## src/rtl/core/line_cut_point_generator_assert.svh

```systemverilog
// Assertion macros for the line cut point generator.
`ifndef LINE_CUT_POINT_GENERATOR_ASSERT_SVH
`define LINE_CUT_POINT_GENERATOR_ASSERT_SVH

`ifndef SYNTHESIS
// Checks that a condition holds in the same cycle.
`define LCPG_ASSERT(lbl, ck, rn, pr) \
	lbl: assert property (@(posedge ck) disable iff (!rn) (pr)) \
		else $error("lcpg assertion failed");
// Checks that a trigger implies a condition in the next cycle.
`define LCPG_ASSERT_NEXT(lbl, ck, rn, trig, pr) \
	lbl: assert property (@(posedge ck) disable iff (!rn) (trig) |=> (pr)) \
		else $error("lcpg assertion failed");
`else
`define LCPG_ASSERT(lbl, ck, rn, pr)
`define LCPG_ASSERT_NEXT(lbl, ck, rn, trig, pr)
`endif

`endif

```

## src/rtl/core/lcpg_pkg.sv

```systemverilog
// Shared constants, types and LFSR helpers of the line cut point generator.
`default_nettype none
package lcpg_pkg;

	localparam int unsigned SHIFTS_PER_LINE = 16;

	localparam int unsigned CW_W    = 60;
	localparam int unsigned CNT_W   = 8;
	localparam int unsigned A_W     = 31;
	localparam int unsigned B_W     = 29;
	localparam int unsigned WORD_W  = 16;
	localparam int unsigned BYTE_W  = 8;
	localparam int unsigned POS_W   = 10;
	localparam int unsigned ADDR_W  = 5;

	localparam logic [A_W-1:0]    TAPS_A    = 31'h7BB88888;
	localparam logic [B_W-1:0]    TAPS_B    = 29'h17A2C100;
	localparam logic [POS_W-1:0]  CUT_BASE  = 10'd105;
	localparam logic [POS_W-1:0]  LINE_SPAN = 10'd710;
	localparam logic [ADDR_W-1:0] ADDR_TOP  = 5'd30;
	localparam logic [ADDR_W-1:0] ADDR_SAT  = 5'd31;

	// Transaction kinds
	typedef enum logic {
		REQ_RESEED = 1'b0,
		REQ_LINE   = 1'b1
	} req_kind_t;

	// Generator state
	typedef struct packed {
		logic [A_W-1:0]    a;
		logic [B_W-1:0]    b;
		logic [WORD_W-1:0] word;
	} lcpg_state_t;

	// One Galois clock of the 31-bit register
	function automatic logic [A_W-1:0] step_a(input logic [A_W-1:0] v);
		return {1'b0, v[A_W-1:1]} ^ (v[0] ? TAPS_A : '0);
	endfunction

	// One Galois clock of the 29-bit register
	function automatic logic [B_W-1:0] step_b(input logic [B_W-1:0] v);
		return {1'b0, v[B_W-1:1]} ^ (v[0] ? TAPS_B : '0);
	endfunction

endpackage
`default_nettype wire

```

## src/rtl/core/lcpg_if.sv

```systemverilog
// Request and cut result channel interfaces.
`default_nettype none
interface lcpg_req_if;
	logic        valid;
	logic        ready;
	logic        req_type;
	logic [59:0] codeword;
	logic [7:0]  frame_count;

	modport source (output valid, output req_type, output codeword, output frame_count,
		input ready);
	modport sink (input valid, input req_type, input codeword, input frame_count,
		output ready);
endinterface

interface lcpg_cut_if;
	logic       valid;
	logic       ready;
	logic       cut_valid;
	logic [7:0] cut_byte;
	logic [9:0] cut_position;
	logic [9:0] rotate_shift;

	modport source (output valid, output cut_valid, output cut_byte, output cut_position,
		output rotate_shift, input ready);
	modport sink (input valid, input cut_valid, input cut_byte, input cut_position,
		input rotate_shift, output ready);
endinterface
`default_nettype wire

```

## src/rtl/core/lcpg_seed.sv

```systemverilog
// Reseed logic: builds the LFSR load values from codeword and frame count.
`default_nettype none
module lcpg_seed
	import lcpg_pkg::*;
(
	input  logic [CW_W-1:0]   codeword,
	input  logic [CNT_W-1:0]  frame_count,
	input  logic [WORD_W-1:0] word,
	output lcpg_state_t       seeded
);

	logic [2*CNT_W-1:0] pattern;
	logic [4*2*CNT_W-1:0] init_word;
	logic [CW_W-1:0] seed;

	// Count and its inverse, repeated over 64 bits, then mixed with the codeword
	assign pattern   = {~frame_count, frame_count};
	assign init_word = {4{pattern}};
	assign seed      = init_word[CW_W-1:0] ^ codeword;

	assign seeded.a    = seed[A_W-1:0];
	assign seeded.b    = seed[CW_W-1:A_W];
	assign seeded.word = word;

endmodule
`default_nettype wire

```

## src/rtl/core/lcpg_advance.sv

```systemverilog
// Line step logic: clocks both LFSRs a full line and collects the picked bits.
`default_nettype none
module lcpg_advance
	import lcpg_pkg::*;
(
	input  lcpg_state_t cur,
	output lcpg_state_t nxt
);

	// Every step is a fixed XOR network, so the whole line flattens to shallow logic
	always_comb begin
		logic [A_W-1:0]    a;
		logic [B_W-1:0]    b;
		logic [WORD_W-1:0] w;
		logic [ADDR_W-1:0] rev;
		logic [ADDR_W-1:0] addr;
		logic [ADDR_W-1:0] idx;
		a = cur.a;
		b = cur.b;
		w = cur.word;
		for (int i = 0; i < SHIFTS_PER_LINE; i++) begin
			a = step_a(a);
			b = step_b(b);
			// low five bits of the reversed b register
			for (int k = 0; k < ADDR_W; k++) begin
				rev[k] = b[B_W-1-k];
			end
			addr = (rev == ADDR_SAT) ? ADDR_TOP : rev;
			// bit addr of reversed a is bit (30 - addr) of a
			idx = ADDR_TOP - addr;
			w = {a[idx], w[WORD_W-1:1]};
		end
		nxt.a    = a;
		nxt.b    = b;
		nxt.word = w;
	end

endmodule
`default_nettype wire

```

## src/rtl/core/line_cut_point_generator.sv

```systemverilog
// Top level of the line cut point generator.
// Takes one request transaction per clock and returns one cut transaction per request,
// in order. A request is first held in the input register; the reseed load or the
// full 16-shift line advance of both LFSRs is then done combinationally by a
// flattened XOR network, and the cut fields land in the output register. Throughput
// is one transaction per cycle while the sink takes results; the output register
// lets the next request enter while a result waits. Cut byte, cut position and
// rotate shift come from the result word as it stood before the line's shifts;
// reseed acknowledgements carry zero in those fields.
`default_nettype none
`include "line_cut_point_generator_assert.svh"
module line_cut_point_generator
	import lcpg_pkg::*;
(
	input  logic         clk,
	input  logic         arst_n,
	lcpg_req_if.sink     req,
	lcpg_cut_if.source   cut
);

	logic               valid_s1;
	logic               type_s1;
	logic [CW_W-1:0]    cw_s1;
	logic [CNT_W-1:0]   cnt_s1;

	lcpg_state_t        state_q;
	lcpg_state_t        seed_state;
	lcpg_state_t        step_state;

	logic               out_valid_q;
	logic               out_line_q;
	logic [BYTE_W-1:0]  out_byte_q;
	logic [POS_W-1:0]   out_pos_q;
	logic [POS_W-1:0]   out_rot_q;

	logic               adv;
	logic               is_line;
	logic [BYTE_W-1:0]  cb;
	logic [POS_W-1:0]   cut_pos;
	logic [POS_W-1:0]   rot;

	// Stage handshake
	assign adv       = valid_s1 && (!out_valid_q || cut.ready);
	assign req.ready = !valid_s1 || adv;
	assign is_line   = (type_s1 == REQ_LINE);

	// Input register
	always_ff @(posedge clk or negedge arst_n) begin
		if (!arst_n) begin
			valid_s1 <= 1'b0;
		end else if (req.ready) begin
			valid_s1 <= req.valid;
		end
	end

	always_ff @(posedge clk) begin
		if (req.valid && req.ready) begin
			type_s1 <= req.req_type;
			cw_s1   <= req.codeword;
			cnt_s1  <= req.frame_count;
		end
	end

	lcpg_seed u_seed (
		.codeword    (cw_s1),
		.frame_count (cnt_s1),
		.word        (state_q.word),
		.seeded      (seed_state)
	);

	lcpg_advance u_advance (
		.cur (state_q),
		.nxt (step_state)
	);

	// Generator state
	always_ff @(posedge clk or negedge arst_n) begin
		if (!arst_n) begin
			state_q <= '0;
		end else if (adv) begin
			state_q <= is_line ? step_state : seed_state;
		end
	end

	// Cut fields from the result word before this line's shifts
	assign cb      = state_q.word[WORD_W-1:WORD_W-BYTE_W];
	assign cut_pos = CUT_BASE + {{(POS_W-BYTE_W-1){1'b0}}, ~cb, 1'b0};
	assign rot     = LINE_SPAN - cut_pos;

	// Output register
	always_ff @(posedge clk or negedge arst_n) begin
		if (!arst_n) begin
			out_valid_q <= 1'b0;
		end else if (adv) begin
			out_valid_q <= 1'b1;
		end else if (cut.ready) begin
			out_valid_q <= 1'b0;
		end
	end

	always_ff @(posedge clk) begin
		if (adv) begin
			out_line_q <= is_line;
			out_byte_q <= is_line ? cb : '0;
			out_pos_q  <= is_line ? cut_pos : '0;
			out_rot_q  <= is_line ? rot : '0;
		end
	end

	assign cut.valid        = out_valid_q;
	assign cut.cut_valid    = out_line_q;
	assign cut.cut_byte     = out_byte_q;
	assign cut.cut_position = out_pos_q;
	assign cut.rotate_shift = out_rot_q;

	// State only moves when a transaction leaves the input register
	`LCPG_ASSERT_NEXT(a_state_hold, clk, arst_n, !adv, $stable(state_q))
	// A loaded LFSR never falls into the all-zero lockup on a line step
	`LCPG_ASSERT_NEXT(a_lfsr_live, clk, arst_n, (state_q.a != '0) && adv && is_line, state_q.a != '0)
	// Line results always span the full line
	`LCPG_ASSERT(a_span, clk, arst_n, !(out_valid_q && out_line_q) || ((out_pos_q + out_rot_q) == LINE_SPAN))
	// Reseed acknowledgements carry zero fields
	`LCPG_ASSERT(a_ack_zero, clk, arst_n, !(out_valid_q && !out_line_q) || ((out_byte_q == '0) && (out_pos_q == '0) && (out_rot_q == '0)))

endmodule
`default_nettype wire

```

## src/flat_wrapper.sv

```systemverilog
// flat-port wrapper written by rule: the top's interface ports become plain ports
module line_cut_point_generator_flat import lcpg_pkg::*;
  (clk, arst_n, req_valid, req_req_type, req_codeword, req_frame_count, req_ready, cut_valid, cut_cut_valid, cut_cut_byte, cut_cut_position, cut_rotate_shift, cut_ready);
  lcpg_req_if req_i ();
  lcpg_cut_if cut_i ();
  input  logic clk;
  input  logic arst_n;
  input wire logic [$bits(req_i.valid)-1:0] req_valid;
  input wire logic [$bits(req_i.req_type)-1:0] req_req_type;
  input wire logic [$bits(req_i.codeword)-1:0] req_codeword;
  input wire logic [$bits(req_i.frame_count)-1:0] req_frame_count;
  output wire logic [$bits(req_i.ready)-1:0] req_ready;
  output wire logic [$bits(cut_i.valid)-1:0] cut_valid;
  output wire logic [$bits(cut_i.cut_valid)-1:0] cut_cut_valid;
  output wire logic [$bits(cut_i.cut_byte)-1:0] cut_cut_byte;
  output wire logic [$bits(cut_i.cut_position)-1:0] cut_cut_position;
  output wire logic [$bits(cut_i.rotate_shift)-1:0] cut_rotate_shift;
  input wire logic [$bits(cut_i.ready)-1:0] cut_ready;
  assign req_i.valid = req_valid;
  assign req_i.req_type = req_req_type;
  assign req_i.codeword = req_codeword;
  assign req_i.frame_count = req_frame_count;
  assign req_ready = req_i.ready;
  assign cut_valid = cut_i.valid;
  assign cut_cut_valid = cut_i.cut_valid;
  assign cut_cut_byte = cut_i.cut_byte;
  assign cut_cut_position = cut_i.cut_position;
  assign cut_rotate_shift = cut_i.rotate_shift;
  assign cut_i.ready = cut_ready;
  line_cut_point_generator u_core (.clk(clk), .arst_n(arst_n), .req(req_i), .cut(cut_i));
endmodule
```

## config.mk

```make
export PLATFORM = sky130hd
export DESIGN_NAME = line_cut_point_generator_flat
export DESIGN_NICKNAME = d
export VERILOG_FILES = /design/src/rtl/core/lcpg_pkg.sv /design/src/rtl/core/lcpg_if.sv /design/src/rtl/core/lcpg_seed.sv /design/src/rtl/core/lcpg_advance.sv /design/src/rtl/core/line_cut_point_generator.sv /design/src/flat_wrapper.sv
export VERILOG_INCLUDE_DIRS = /design/src /design/src/rtl/core
export SDC_FILE = /design/constraint.sdc
export NUM_CORES = 1
export LEC_CHECK = 0
export ABC_CLOCK_PERIOD_IN_PS = 4000
export BUFFER_PORTS_ARGS = -buffer_cell sky130_fd_sc_hd__buf_2
export CORE_MARGIN = 5
export CORE_UTILIZATION = 40
export CTS_BUF_LIST = sky130_fd_sc_hd__clkbuf_8
export CTS_CLUSTER_SIZE = 25
export DETAILED_ROUTE_END_ITERATION = 6
export PLACE_DENSITY = 0.55
export SYNTH_ARGS = -nofsm -noshare
export SYNTH_HDL_FRONTEND = slang
export SYNTH_SLANG_ARGS = --single-unit
```

## constraint.sdc

```tcl
create_clock -name clk -period 4 [get_ports clk]
set_input_delay 0.8 -clock clk [delete_from_list [all_inputs] [get_ports clk]]
set_output_delay 0.8 -clock clk [all_outputs]
set_load 0.005 [all_outputs]
```

* Word-level counts from Yosys, hierarchy flattened
Cells that the tools add are included.
** Storage, ports and cells
- Register bits :: 176
- Latch bits :: 0
- RAM bits :: 0
- Memory bits (read-only) :: 0
- Output and inout port bits :: 31
- Memories :: 0
** Cells by class
- Add/subtract/negate cells :: 18
- Multiply operators :: 0
- Div/mod/pow operators :: 0
- Magnitude comparators :: 16
- Equal/unequal tests :: 16
- Shifts and indexed selects :: 0
- Mux-type cells :: 83
- Bitwise logic cells :: 35
- Reduce and logical (&&, ||, !) cells :: 8
** Operators with widths (number)
- 2-to-1 mux 31 bit :: 16
- bitwise XOR 30 x 31 -> 31 bit :: 16
- 2-to-1 mux 29 bit :: 16
- bitwise XOR 28 x 29 -> 29 bit :: 16
- less-than comparator 5 x 6 -> 1 bit (second input constant) :: 16
- binary-select mux 1 bit (select 5 bit) :: 16
- equality test 5 bit (second input constant) :: 16
- 2-to-1 mux 5 bit :: 16
- subtractor 5 bit (first input constant) :: 16
- 2-to-1 mux 76 bit :: 1
- bitwise XOR 60 bit :: 1
- 2-to-1 mux 1 bit :: 18
- inverter 8 bit :: 2
- adder 7 x 9 -> 10 bit (first input constant) :: 1
- subtractor 10 bit (first input constant) :: 1
- logical AND 1 bit :: 2
- zero test 1 bit :: 2
- logical OR 1 bit :: 2
- AND reduction 2 bit :: 1
- nonzero test 2 bit :: 1

* Depth between registers and ports, before layout
Gate-level depths: netlist of the first run.
- Depth in word-level cells :: 38
- Gate-level depth with buffers :: 15
- Mapped depth without buffers :: 13

* By module
Synthesis of the first run repeated with hierarchy kept, for this count alone.
** Unflattened totals
- Cell total of the unflattened synthesis :: 1911
- Area total of the unflattened synthesis :: 17938.5 sq um
** By module, submodules not included
- lcpg_advance :: times used 1, cells an instance 1316, area each 10284.9 sq um
- line_cut_point_generator :: times used 1, cells an instance 511, area each 6917.9 sq um
- lcpg_seed :: times used 1, cells an instance 84, area each 735.7 sq um

* Worst setup path after synthesis of the first run
OpenSTA, ideal clock, no wires.
- Path type :: reg2reg
- Start point :: register u_core.state_q[16] in the netlist's numbering
- End point :: register u_core.state_q, in the netlist u_core.cb[3]
- Setup time :: 0.104 ns
- Arrival time :: 3.552 ns
- Data required time :: 3.896 ns
- Slack :: 0.344 ns
- Cell stages (with the launch flop) :: 13
- Buffers on the path :: 2
- Period minus slack after synthesis :: 3.656 ns
- Cells stage by stage :: dfrtp_1 > buf_2 > xnor2_4 > clkinv_1 > o31ai_2 > inv_1 > buf_2 > ha_1 > xor2_1 > mux2_2 > a2111oi_0 > nor4_1 > a221oi_1
** Between the ends
- Longest elaborated chain between the ends :: 19
** Ends and longest elaborated chain
- start, declared :: line line_cut_point_generator.sv:26 : lcpg_state_t state_q;
- start signal, assigned :: line line_cut_point_generator.sv:81 : state_q <= is_line ? step_state : seed_state;
- 2-to-1 mux 29 bit (*) :: line lcpg_pkg.sv:43 : return {1'b0, v[B_W-1:1]} ^ (v[0] ? TAPS_B : '0);
- bitwise XOR 28 x 29 -> 29 bit (*) (9 in a row) :: line lcpg_pkg.sv:43
- 2-to-1 mux 29 bit (*) :: line lcpg_pkg.sv:43
- bitwise XOR 28 x 29 -> 29 bit (*) (3 in a row) :: line lcpg_pkg.sv:43
- equality test 5 bit :: line lcpg_advance.sv:28 : addr = (rev == ADDR_SAT) ? ADDR_TOP : rev;
- 2-to-1 mux 5 bit (*) :: line lcpg_advance.sv:28
- subtractor 5 bit (*) :: line lcpg_advance.sv:30 : idx = ADDR_TOP - addr;
- binary-select mux 1 bit (select 5 bit) (*) :: line lcpg_advance.sv:31 : w = {a[idx], w[WORD_W-1:1]};
- 2-to-1 mux 1 bit (implied by the code) (*) :: line lcpg_advance.sv:31
Every way passes the cells marked *; elsewhere a longest branch is shown, timed or not. The select of a mux whose other input is x is not followed.
A chain may end at the register's enable or synchronous reset.

* Worst setup path in the final report of the first run
- Start point :: register u_core.state_q[51] in the netlist's numbering
- End point :: register u_core.state_q, in the netlist u_core.cb[6]
** Between the ends
- Longest elaborated chain between the ends :: 20
** Ends and longest elaborated chain
- bitwise XOR 30 x 31 -> 31 bit (*) (6 in a row) :: line lcpg_pkg.sv:38 : return {1'b0, v[A_W-1:1]} ^ (v[0] ? TAPS_A : '0);
- 2-to-1 mux 31 bit (*) :: line lcpg_pkg.sv:38
- bitwise XOR 30 x 31 -> 31 bit (*) (4 in a row) :: line lcpg_pkg.sv:38
- 2-to-1 mux 31 bit :: line lcpg_pkg.sv:38
- bitwise XOR 30 x 31 -> 31 bit (*) (4 in a row) :: line lcpg_pkg.sv:38
- 2-to-1 mux 31 bit :: line lcpg_pkg.sv:38
- bitwise XOR 30 x 31 -> 31 bit (*) :: line lcpg_pkg.sv:38
- binary-select mux 1 bit (select 5 bit) (*) :: line lcpg_advance.sv:31
- 2-to-1 mux 1 bit (implied by the code) (*) :: line lcpg_advance.sv:31
Marked as above.

==> results of run 1 <==
state kept, by name (all words and copies together) (netlist names):
register                 cells
u_core.valid_s1              1
u_core.cnt_s1                8
u_core.cut.cut_position      8
u_core.cb                    8
u_core.cut.cut_valid         1
u_core.cw_s1                60
u_core.cut.valid             1
u_core.is_line               1
u_core.cut.rotate_shift     10
u_core.state_q              60
u_core.cut.cut_byte          7
placed cells by master (no fill, tap or decap), types with 10 or more instances in the layout:
cell type and n:
clkbuf_8 18, dfrtp_1 70, xnor2_1 217, a211oi_1 16
o211ai_1 15, a31oi_1 16, nor3_1 25, and2_1 12
o21ai_0 92, a21oi_1 83, nand3_1 25, buf_2 102
edfxtp_1 95, mux4_2 29, ha_1 10, nand2b_1 12
inv_1 16, xor2_1 104, mux2i_1 20, nor2_1 126
nand2_1 124, buf_4 87, xnor3_1 13
per-stage QoR:
| step | utilization | cell area (sq um) |
|---|---|---|
| after floorplan | - | 13000 |
| after global placement | 0.441 | 14300 |
| after detailed placement | 0.441 | 14300 |
| after CTS | 0.453 | 14700 |
| after global routing | 0.453 | 14700 |
| final | 0.453 | 14700 |
per-layer routing:
layer | vias to the layer above | share of wire | GRT usage
met5 | - | 0 | 0
met4 | 0 | 0.029 | 0.0721
met3 | 50 | 0.062 | 0.0348
met2 | 399 | 0.45 | 0.339
met1 | 4941 | 0.46 | 0.320
li1 | 4977 | - | -
final timing paths:
kind / start / to / slack, ps
worst max-delay path: u_core.state_q[51] / u_core.cb[6] / 230
worst max register to register: u_core.state_q[51] / u_core.cb[6] / 230
max in group asynchronous: arst_n / u_core.state_q[68] / 2830
worst min register to register: u_core.state_q[33] / u_core.state_q[33] / 510
worst min-delay path: arst_n / u_core.state_q[37] / 410
min in group clk: req_codeword[56] / u_core.cw_s1[56] / 470
Yosys cell counts, drive strengths merged, types with 16 or more instances:
cell type,number
xnor2,227
nor2,126
nand2,125
xor2,107
edfxtp,95
o21ai,93
a21oi,83
clkbuf,71
dfrtp,70
buf,40
mux4,30
nor3,26
nand3,25
mux2i,20
inv,19
a211oi,17
a31oi,16
area by class of cell:
| type | instances | area, sq um | share of cell area |
|---|---|---|---|
| sequential | 165 | 4600 | 0.314 |
| clock buffer | 18 | 248 | 0.0169 |
| multi-input combinational | 1062 | 7860 | 0.535 |
| clock inverter | 14 | 149 | 0.0101 |
| timing repair buffer | 189 | 1160 | 0.0793 |
| inverter | 26 | 101 | 0.00690 |
| tap | 442 | 553 | 0.0377 |
timing repair:
item                                    CTS  global route
endpoints found under the hold margin     0             0
endpoints found under the setup margin    0             3
gates resized for setup                   0             2
cell families (layout without fill, tap and decap cells):
group | count (synthesis) | after routing | synth area share
and+or+nand+nor | 356 | 356 | 0.120
xor gates and xnor gates | 350 | 350 | 0.262
AOI/OAI and AO/OA | 292 | 292 | 0.139
DFF | 165 | 165 | 0.354
buffers and inverters | 137 | 247 | 0.0446
muxes | 54 | 54 | 0.0710
adders and majority gates | 10 | 10 | 0.00961
worst max-delay path: cells and delay by family (launching register included):
family,cells,cell delay (ps)
DFF,1,690
xor gates and xnor gates,3,1860
and+or+nand+nor,1,400
AOI/OAI and AO/OA,4,730
==> run summary, run 1 <==
DR DRC count - 0
Placed cells - 1884
CTS H-Tree Depth - 4
Most used cell, CP - xnor2_1
Setup Crit Path Kind - reg -> reg
Core Footprint - 32400 sq um
Max-Cap Viols - 0
Final TNS setup - 0 ps
Yosys top cell by area - edfxtp_1
Critical path's slowest cell - xnor2_2
EDFF count, synth - 95
DIE AREA - 36300 sq um
CTS max path bufs - 2
All-Layer GR Usage - 0.221
Mapped Nets - 1447
Congestion Overflow GR - 0
Final Setup Violations - 0
Non-filler instance count after layout - 1916
Clock transition at path regs - 110 ps
IO buf count - 103
Vias in the first global route - 9868
RSZ-0062 raised after global routing - false
Final Skew - 28.9 ps
Pre-CTS setup slack - 260 ps
Vias - 10400
Ant. Diodes - 0
Post-CTS Setup Inserts - 0
Initial DRC count - 998
CTS tree - done
Synthesis-stage register bit count - 165
HPWL after DPL - 30600 um
FILL cells - 3233
Cell Rows - 66
Outcome - finished, final reports clean
Achievable Freq - 0.265 GHz
Setup crit end kind - flip-flop
Number of distinct library cells after synthesis - 71
Root buffer cell - clkbuf_8
Cell chain of the critical path - xnor2_2, xnor2_1, xnor2_1, o2111ai_1, o211ai_1, o21ai_0, or3_1, a311oi_1
Worst Max-Slew Pin Slew - 918 ps
Initial Utilization - 0.402
DR WL/cell - 20.8 um
CTS Sinks - 165
Nets - 1544
Total Wirelength - 39900 um
Slew Limit Fails - 0
Top FF cell, synth - edfxtp_1
Io pins - 104
WHS - 408 ps
Pre-Repair DR Iteration Count - 7
Worst skew pair latency - 490 ps
Final period util - 0.942
Reg2Reg Depth - 8
Final Wtd Congestion - 0.959
Die Wd - 190 um
Largest net degree at the start of global routing - 75
Final Hold Viols - 0
Routed Antenna Nets - 0
Initial antenna violation count - 0
Post-synthesis area per instance - 9.55 sq um
Hold-fix buffers, CTS - 0
Synth warn - 0
Async SR Flop Fraction - 0.424
Syn Std Cell Area - 13000 sq um
Layout cells sized above 1 - 0.193
Startpoint Class - flip-flop
Via/cell ratio - 5.41
Min cycle time layout - 3770 ps
Hold Path Class - in -> async
Share of the synthesized area in the top cell type - 0.219
Crit path max fanout - 13
Synth area leaders - edfxtp_1 (22%), xnor2_1 (15%), dfrtp_1 (13%)
CP peak stage delay - 850 ps
P&R area growth vs syn - 12.7%
Inserted Clock Buffers - 17
Setup WS post-layout - 233 ps
First-pass GRT wire length - 60900 um
Die height - 190 um
Register area share after synthesis - 0.354
Slew HR - 0.384
Gate Count Post-Synth - 1364
Crit path DAT - 4170 ps
CP required - 4400 ps
Power of run 1 is left out: the tool's default activity adds up to more than one toggle a clock period on the data nets, which glitch-free logic cannot reach.
==> run 2: changes to the inputs <==
- PLACE_DENSITY: 0.55 -> 0.63
- TNS_END_PERCENT: unset -> 5
==> run 2 against run 1 <==
Net effect: core utilization fell by 0.30 points; flip-flop and latch count did not move; sequential share of layout area rose by 0.21 points; count of clock-buffer cells in the layout did not move; final area fell by 0.66%; cell count fell by 0.68%; via count rose by 0.14%; setup slack improved by 170 ps; maximum frequency rose by 4.7%; hold slack improved by 73 ps; critical path type unchanged.
==> run summary, run 2 (synthesized netlist as in run 1, its figures left out) <==
Vias in the first global route - 10000 (+1.5%)
Final TNS setup - 0 ps (unchanged)
Nets - 1531 (-0.84%)
IO buf count - 103 (unchanged)
Max-Cap Viols - 0 (unchanged)
Startpoint Class - flip-flop
Final period util - 0.899 (-0.0427)
Final Skew - 27.2 ps (-1.69 ps)
Initial antenna violation count - 0 (unchanged)
CTS Sinks - 165 (unchanged)
Final Wtd Congestion - 0.967 (+0.81%)
Post-CTS Setup Inserts - 0 (unchanged)
RSZ-0062 raised after global routing - false
Io pins - 104 (unchanged)
Initial DRC count - 914 (-8.4%)
CTS tree - done
Crit path max fanout - 13 (unchanged)
Register Area - 4600 sq um (unchanged)
Vias - 10400 (+0.14%)
GR Util met2 - 0.332 (-0.00643)
Leading cell type in the layout, fill and taps excluded - xnor2_1
FF-to-FF Start - u_core.state_q[17]
Core Footprint - 32400 sq um (unchanged)
Commonest cells after routing, fill and taps aside - xnor2_1 (218), nor2_1 (126), nand2_1 (124), xor2_1 (104), buf_2 (102)
Slew HR - 0.316 (-0.0674)
Final Hold Viols - 0 (unchanged)
DR WL/cell - 20.6 um (-1.3%)
Ant. Diodes - 0 (unchanged)
Reg2reg end - u_core.cb[2]
CP peak stage delay - 670 ps (-180 ps)
Met3 capacity usage during global routing - 0.0438 (+0.00897)
Final Setup Violations - 0 (unchanged)
DR DRC count - 0 (unchanged)
DIE AREA - 36300 sq um (unchanged)
Total Wirelength - 39100 um (-1.9%)
M1 GR Usage - 0.308 (-0.0121)
P&R area growth vs syn - 12.0%
Root buffer cell - clkbuf_8
Routed Antenna Nets - 0 (unchanged)
Layout cells sized above 1 - 0.186 (-0.00650)
Cell chain of the critical path - xnor2_2, inv_2, o31ai_2, inv_2, ha_1, and2_1, o21ai_0, a21oi_1, a31oi_1, xnor2_1, nor2_1, and4_1, or4b_1
Post_cts resized - 0 (unchanged)
Setup Crit Path Kind - reg -> reg
Critical path's top delay family - XOR/XNOR gates
Critical path's slowest cell - xnor2_2
Initial Utilization - 0.402 (unchanged)
Worst Max-Slew Pin Slew - 1030 ps (+108 ps)
Hold Path Class - in -> async
Via/cell ratio - 5.46 (+0.83%)
Crit path DAT - 3950 ps (-220 ps)
FILL cells - 3175 (-1.8%)
Die height - 190 um (unchanged)
Worst skew pair latency - 490 ps (about the same)
Setup crit end kind - flip-flop
Pre-Repair DR Iteration Count - 5 (-2)
Most used cell, CP - inv_2
HPWL after DPL - 30000 um (-2.1%)
Congestion Overflow GR - 0 (unchanged)
First-pass GRT wire length - 60100 um (-1.2%)
Min cycle time layout - 3600 ps (-171 ps)
Die Wd - 190 um (unchanged)
CP required - 4350 ps (-50 ps)
CTS H-Tree Depth - 4 (unchanged)
Slew Limit Fails - 0 (unchanged)
Area of the multi-input gates - 7850 sq um (about the same)
Worst reg-to-reg setup slack - 400 ps (+170 ps)
Largest net degree at the start of global routing - 80 (+6.7%)
Reg2Reg Depth - 13 (+5)
Cell Rows - 66 (unchanged)
CTS max path bufs - 2 (unchanged)
Hold-fix buffers, CTS - 0 (unchanged)
Inserted Clock Buffers - 17 (unchanged)
WP buf/inv - 2 (+2)
All-Layer GR Usage - 0.217 (-0.00316)
Grt peak-use layer - met2
Achievable Freq - 0.278 GHz (+4.7%)
Clock transition at path regs - 110 ps (about the same)
Outcome - finished, final reports clean
==> run 2: changes by cell type in the layout (fill, tap and decap cells not counted) <==
cell / before / now
buf_4: 87 / 74
inv_1: 16 / 13
inv_6: 5 / 2
clkinv_4: 0 / 2
clkinv_8: 0 / 2
inv_8: 2 / 4
bufinv_16: 2 / 1
clkinv_1: 6 / 7
xnor2_1: 217 / 218
xnor2_2: 7 / 6
==> run 2: how the worst max path moves through the flow <==
stage / start / endpoint / slack, ps / depth (start not counted)
after floorplan: u_core.state_q[16] / u_core.cb[3] / 340 / 12
after global placement: u_core.state_q[54] / u_core.cb[7] / 400 / 8
after detailed placement: u_core.state_q[17] / u_core.cb[2] / 440 / 13
after CTS: u_core.state_q[17] / u_core.cb[2] / 400 / 13
after global routing: u_core.state_q[17] / u_core.cb[2] / 60 / 13
final: u_core.state_q[17] / u_core.cb[2] / 400 / 13
==> run 2: cell type report <==
type,instances,area share
multi-input combinational,1062,0.538
clock inverter,14,0.0111
clock buffer,18,0.0170
sequential,165,0.316
tap,442,0.0379
inverter,26,0.00669
timing repair buffer,176,0.0731
==> run 2: per-layer routing <==
layer  wire [um]  vias up
met5           0        -
met2       17500      462
met1       17200     4912
met4        1290        0
met3        3120       68
li1            -     4940
==> run 2: worst register-to-register path: cells and delay by family (launching register included) <==
kind	cells	cell delay, ps
buf+inv	2	260
compound gates	4	540
flops	1	510
xor+xnor	2	940
fa+ha+maj	1	260
simple gates	4	940
==> run 2: per-stage QoR <==
stage	cell area, sq um	setup slack [ps]	std cells	hold WS (ps)	util
finish	14600	404	1903	481	0.450
global route	14600	61.7	1903	441	0.450
CTS	14600	405	1903	446	0.450
detailed placement	14200	438	1871	486	0.438
global placement	14200	397	1871	484	0.438
floorplan	13000	344	1364	443	-
Power of run 2 is left out for the same reason.
==> run 3: changes to the inputs <==
- ABC_AREA: unset -> 1
==> run 3 against run 2 <==
Net effect: critical path type unchanged; cell count is 28% higher; flip-flop and latch count is the same; global-route usage rose by 4.7 points; final area is 1.8% higher; sequential share of layout area fell by 0.56 points; critical path depth rose by 2; routed wire length up 30%.
==> run summary, run 3 <==
Outcome - finished, final reports clean
Post-Synth Simple-Gate Area - 0.307 (+0.188)
Compound-Gate Fraction of Synth Area - 0.123 (-0.0167)
Multiplexer share of the synthesized area - 0 (-0.0710)
Worst Max-Slew Pin Slew - 993 ps (-32.6 ps)
Async SR Flop Fraction - 0.424 (unchanged)
Synth warn - 0 (unchanged)
Ant. Diodes - 0 (unchanged)
Nets - 2050 (+34%)
Slew Limit Fails - 0 (unchanged)
Main combinational cell family by area after synthesis - simple AND/OR/NAND/NOR gates
Number of distinct library cells after synthesis - 43 (-39%)
Min cycle time layout - 3600 ps (+6.27 ps)
Mapped Nets - 1988 (+37%)
Vias - 13400 (+29%)
Post_cts resized - 0 (unchanged)
DR DRC count - 0 (unchanged)
Top-count cell post-synth - nand2_1
CTS max path bufs - 2 (unchanged)
Share of the synthesized area in the top cell type - 0.211 (-0.00786)
WHS - 432 ps (-48.7 ps)
DR WL/cell - 21.0 um (+2.1%)
Io pins - 104 (unchanged)
P&R area growth vs syn - 9.94%
Die Wd - 194 um (+1.7%)
Max-Cap Viols - 0 (unchanged)
Startpoint Class - flip-flop
Worst skew pair latency - 500 ps (about the same)
Finished Cell Area - 14800 sq um (+1.8%)
Final Wtd Congestion - 0.989 (+2.3%)
Initial Utilization - 0.404 (+0.00152)
Final Setup Violations - 0 (unchanged)
Root buffer cell - clkbuf_8
Setup crit end kind - flip-flop
All-Layer GR Usage - 0.265 (+0.0475)
Hold Path Class - in -> async
Final Skew - 24.0 ps (-3.24 ps)
Synth area leaders - edfxtp_1 (21%), nand2_1 (17%), dfrtp_1 (13%)
CTS Sinks - 165 (unchanged)
RSZ-0062 raised after global routing - false
Achievable Freq - 0.278 GHz (-0.17%)
Leading cell type in the layout, fill and taps excluded - nand2_1
Setup Crit Path Kind - reg -> reg
Hold-fix buffers, CTS - 0 (unchanged)
CTS tree - done
Top FF cell, synth - edfxtp_1
EDFF count, synth - 95 (unchanged)
CP required - 4400 ps (+50 ps)
Register area share after synthesis - 0.341 (-0.0127)
IO buf count - 103 (unchanged)
WL met2 - 22000 um (+25%)
Crit path DAT - 4000 ps (+50 ps)
Commonest cells post-synth - nand2_1 (609), nand3_1 (261), inv_1 (121)
Post-Route M1 WL - 22800 um (+32%)
CTS H-Tree Depth - 4 (unchanged)
Synth Area in Adders - 0.00927 (-0.000345)
WL met3 - 4310 um (+38%)
DIE AREA - 37500 sq um (+3.5%)
Initial antenna violation count - 0 (unchanged)
Synthesis-stage register bit count - 165 (unchanged)
Total Wirelength - 51000 um (+30%)
Routed Antenna Nets - 0 (unchanged)
Final period util - 0.901 (+0.00157)
Congestion Overflow GR - 0 (unchanged)
Crit path max fanout - 11 (-2)
Inserted Clock Buffers - 17 (unchanged)
Vias in the first global route - 12400 (+24%)
Yosys top cell by area - edfxtp_1
Xor/xnor share of the synthesized area - 0.148 (-0.115)
Layout cells sized above 1 - 0.114 (-0.0720)
First-pass GRT wire length - 76800 um (+28%)
Commonest cells after routing, fill and taps aside - nand2_1 (609), nand3_1 (261), inv_1 (119), a21oi_1 (110), xor2_1 (105)
Die height - 194 um (+1.7%)
Initial DRC count - 1676 (+83%)
Clock transition at path regs - 110 ps (about the same)
Dpl cell area - 14400 sq um (+1.8%)
Slew HR - 0.338 (+0.0218)
Gate Count Post-Synth - 1905 (+40%)
Final TNS setup - 0 ps (unchanged)
DR top layer - met4
Largest net degree at the start of global routing - 79 (-1.3%)
Cell Rows - 67 (+1.5%)
Final Hold Viols - 0 (unchanged)
Post-CTS Setup Inserts - 0 (unchanged)
Pre-Repair DR Iteration Count - 6 (+1)
Post-synthesis area per instance - 7.09 sq um (-26%)
Core Footprint - 33400 sq um (+3.3%)
Via/cell ratio - 5.52 (+1.2%)
Syn Std Cell Area - 13500 sq um (+3.7%)
HPWL after DPL - 39900 um (+33%)
[run 3: cell types whose count changed after synthesis, moves of 13 or more]
cell and change:
and2_1 -13, o211ai_1 +34, nand3_1 +236, mux4_2 -29, mux2i_1 -20, nand2_1 +484
xnor2_1 -124, xnor3_1 -13, nor2_1 -48, nor3_1 -20, clkbuf_1 -13, a21oi_1 +27
inv_1 +108, a211oi_1 -16
[run 3: final timing paths]
check                                   start            endpoint  slack (ps)  depth (start not counted)
max                        u_core.state_q[19]        u_core.cb[7]         400                         15
min                                    arst_n  u_core.state_q[47]         430                          1
max reg2reg                u_core.state_q[19]        u_core.cb[7]         400                         15
min reg2reg                u_core.state_q[39]  u_core.state_q[39]         520                          2
max in group asynchronous              arst_n        u_core.cb[3]        2890                          1
min in group clk             req_codeword[33]    u_core.cw_s1[33]         470                          1
[run 3: worst max-delay path, stage by stage, from the launching register on]
cell and delay [ps]:
dfrtp_1 590, xor2_1 610, nand2_1 200, nor2_1 320, a21oi_1 120, buf_4 200
ha_1 480, clkinv_1 320, nand3_1 230, nand3_1 90, nand2_1 70, inv_1 40
nand2_1 50, a21oi_1 50, nand2_1 90, nand2_1 50
[run 3: routing by layer]
metal  global-route usage  vias to the layer above
met2                0.399                      612
met1                0.382                     6295
met4               0.0973                        0
met5                    0                        -
met3               0.0464                       81
li1                     -                     6420
[run 3: logic make-up (layout without fill, tap and decap cells)]
family	after synthesis	count (layout)
XOR/XNOR	213	213
adder cells (fa/ha/maj)	10	10
AO/OA/AOI/OAI	293	293
buffers and inverters	236	311
flip-flops	165	165
AND/OR/NAND/NOR	988	988
[run 3: through the flow]
stage	std cells	setup WS [ps]	utilization
floorplan	1905	1040	-
global placement	2396	408	0.431
detailed placement	2396	375	0.431
CTS	2428	366	0.444
global route	2428	78.2	0.444
finish	2428	398	0.444
[run 3: area by class of cell]
class | instances | area [sq um]
Timing Repair Buffer | 143 | 831
Clock inverter | 15 | 183
Tap cell | 448 | 561
Inverter | 136 | 510
Multi-Input combinational cell | 1504 | 7920
Clock buffer | 17 | 234
Fill cell | 3454 | 18600
Sequential cell | 165 | 4600
Power of run 3 is left out for the same reason.
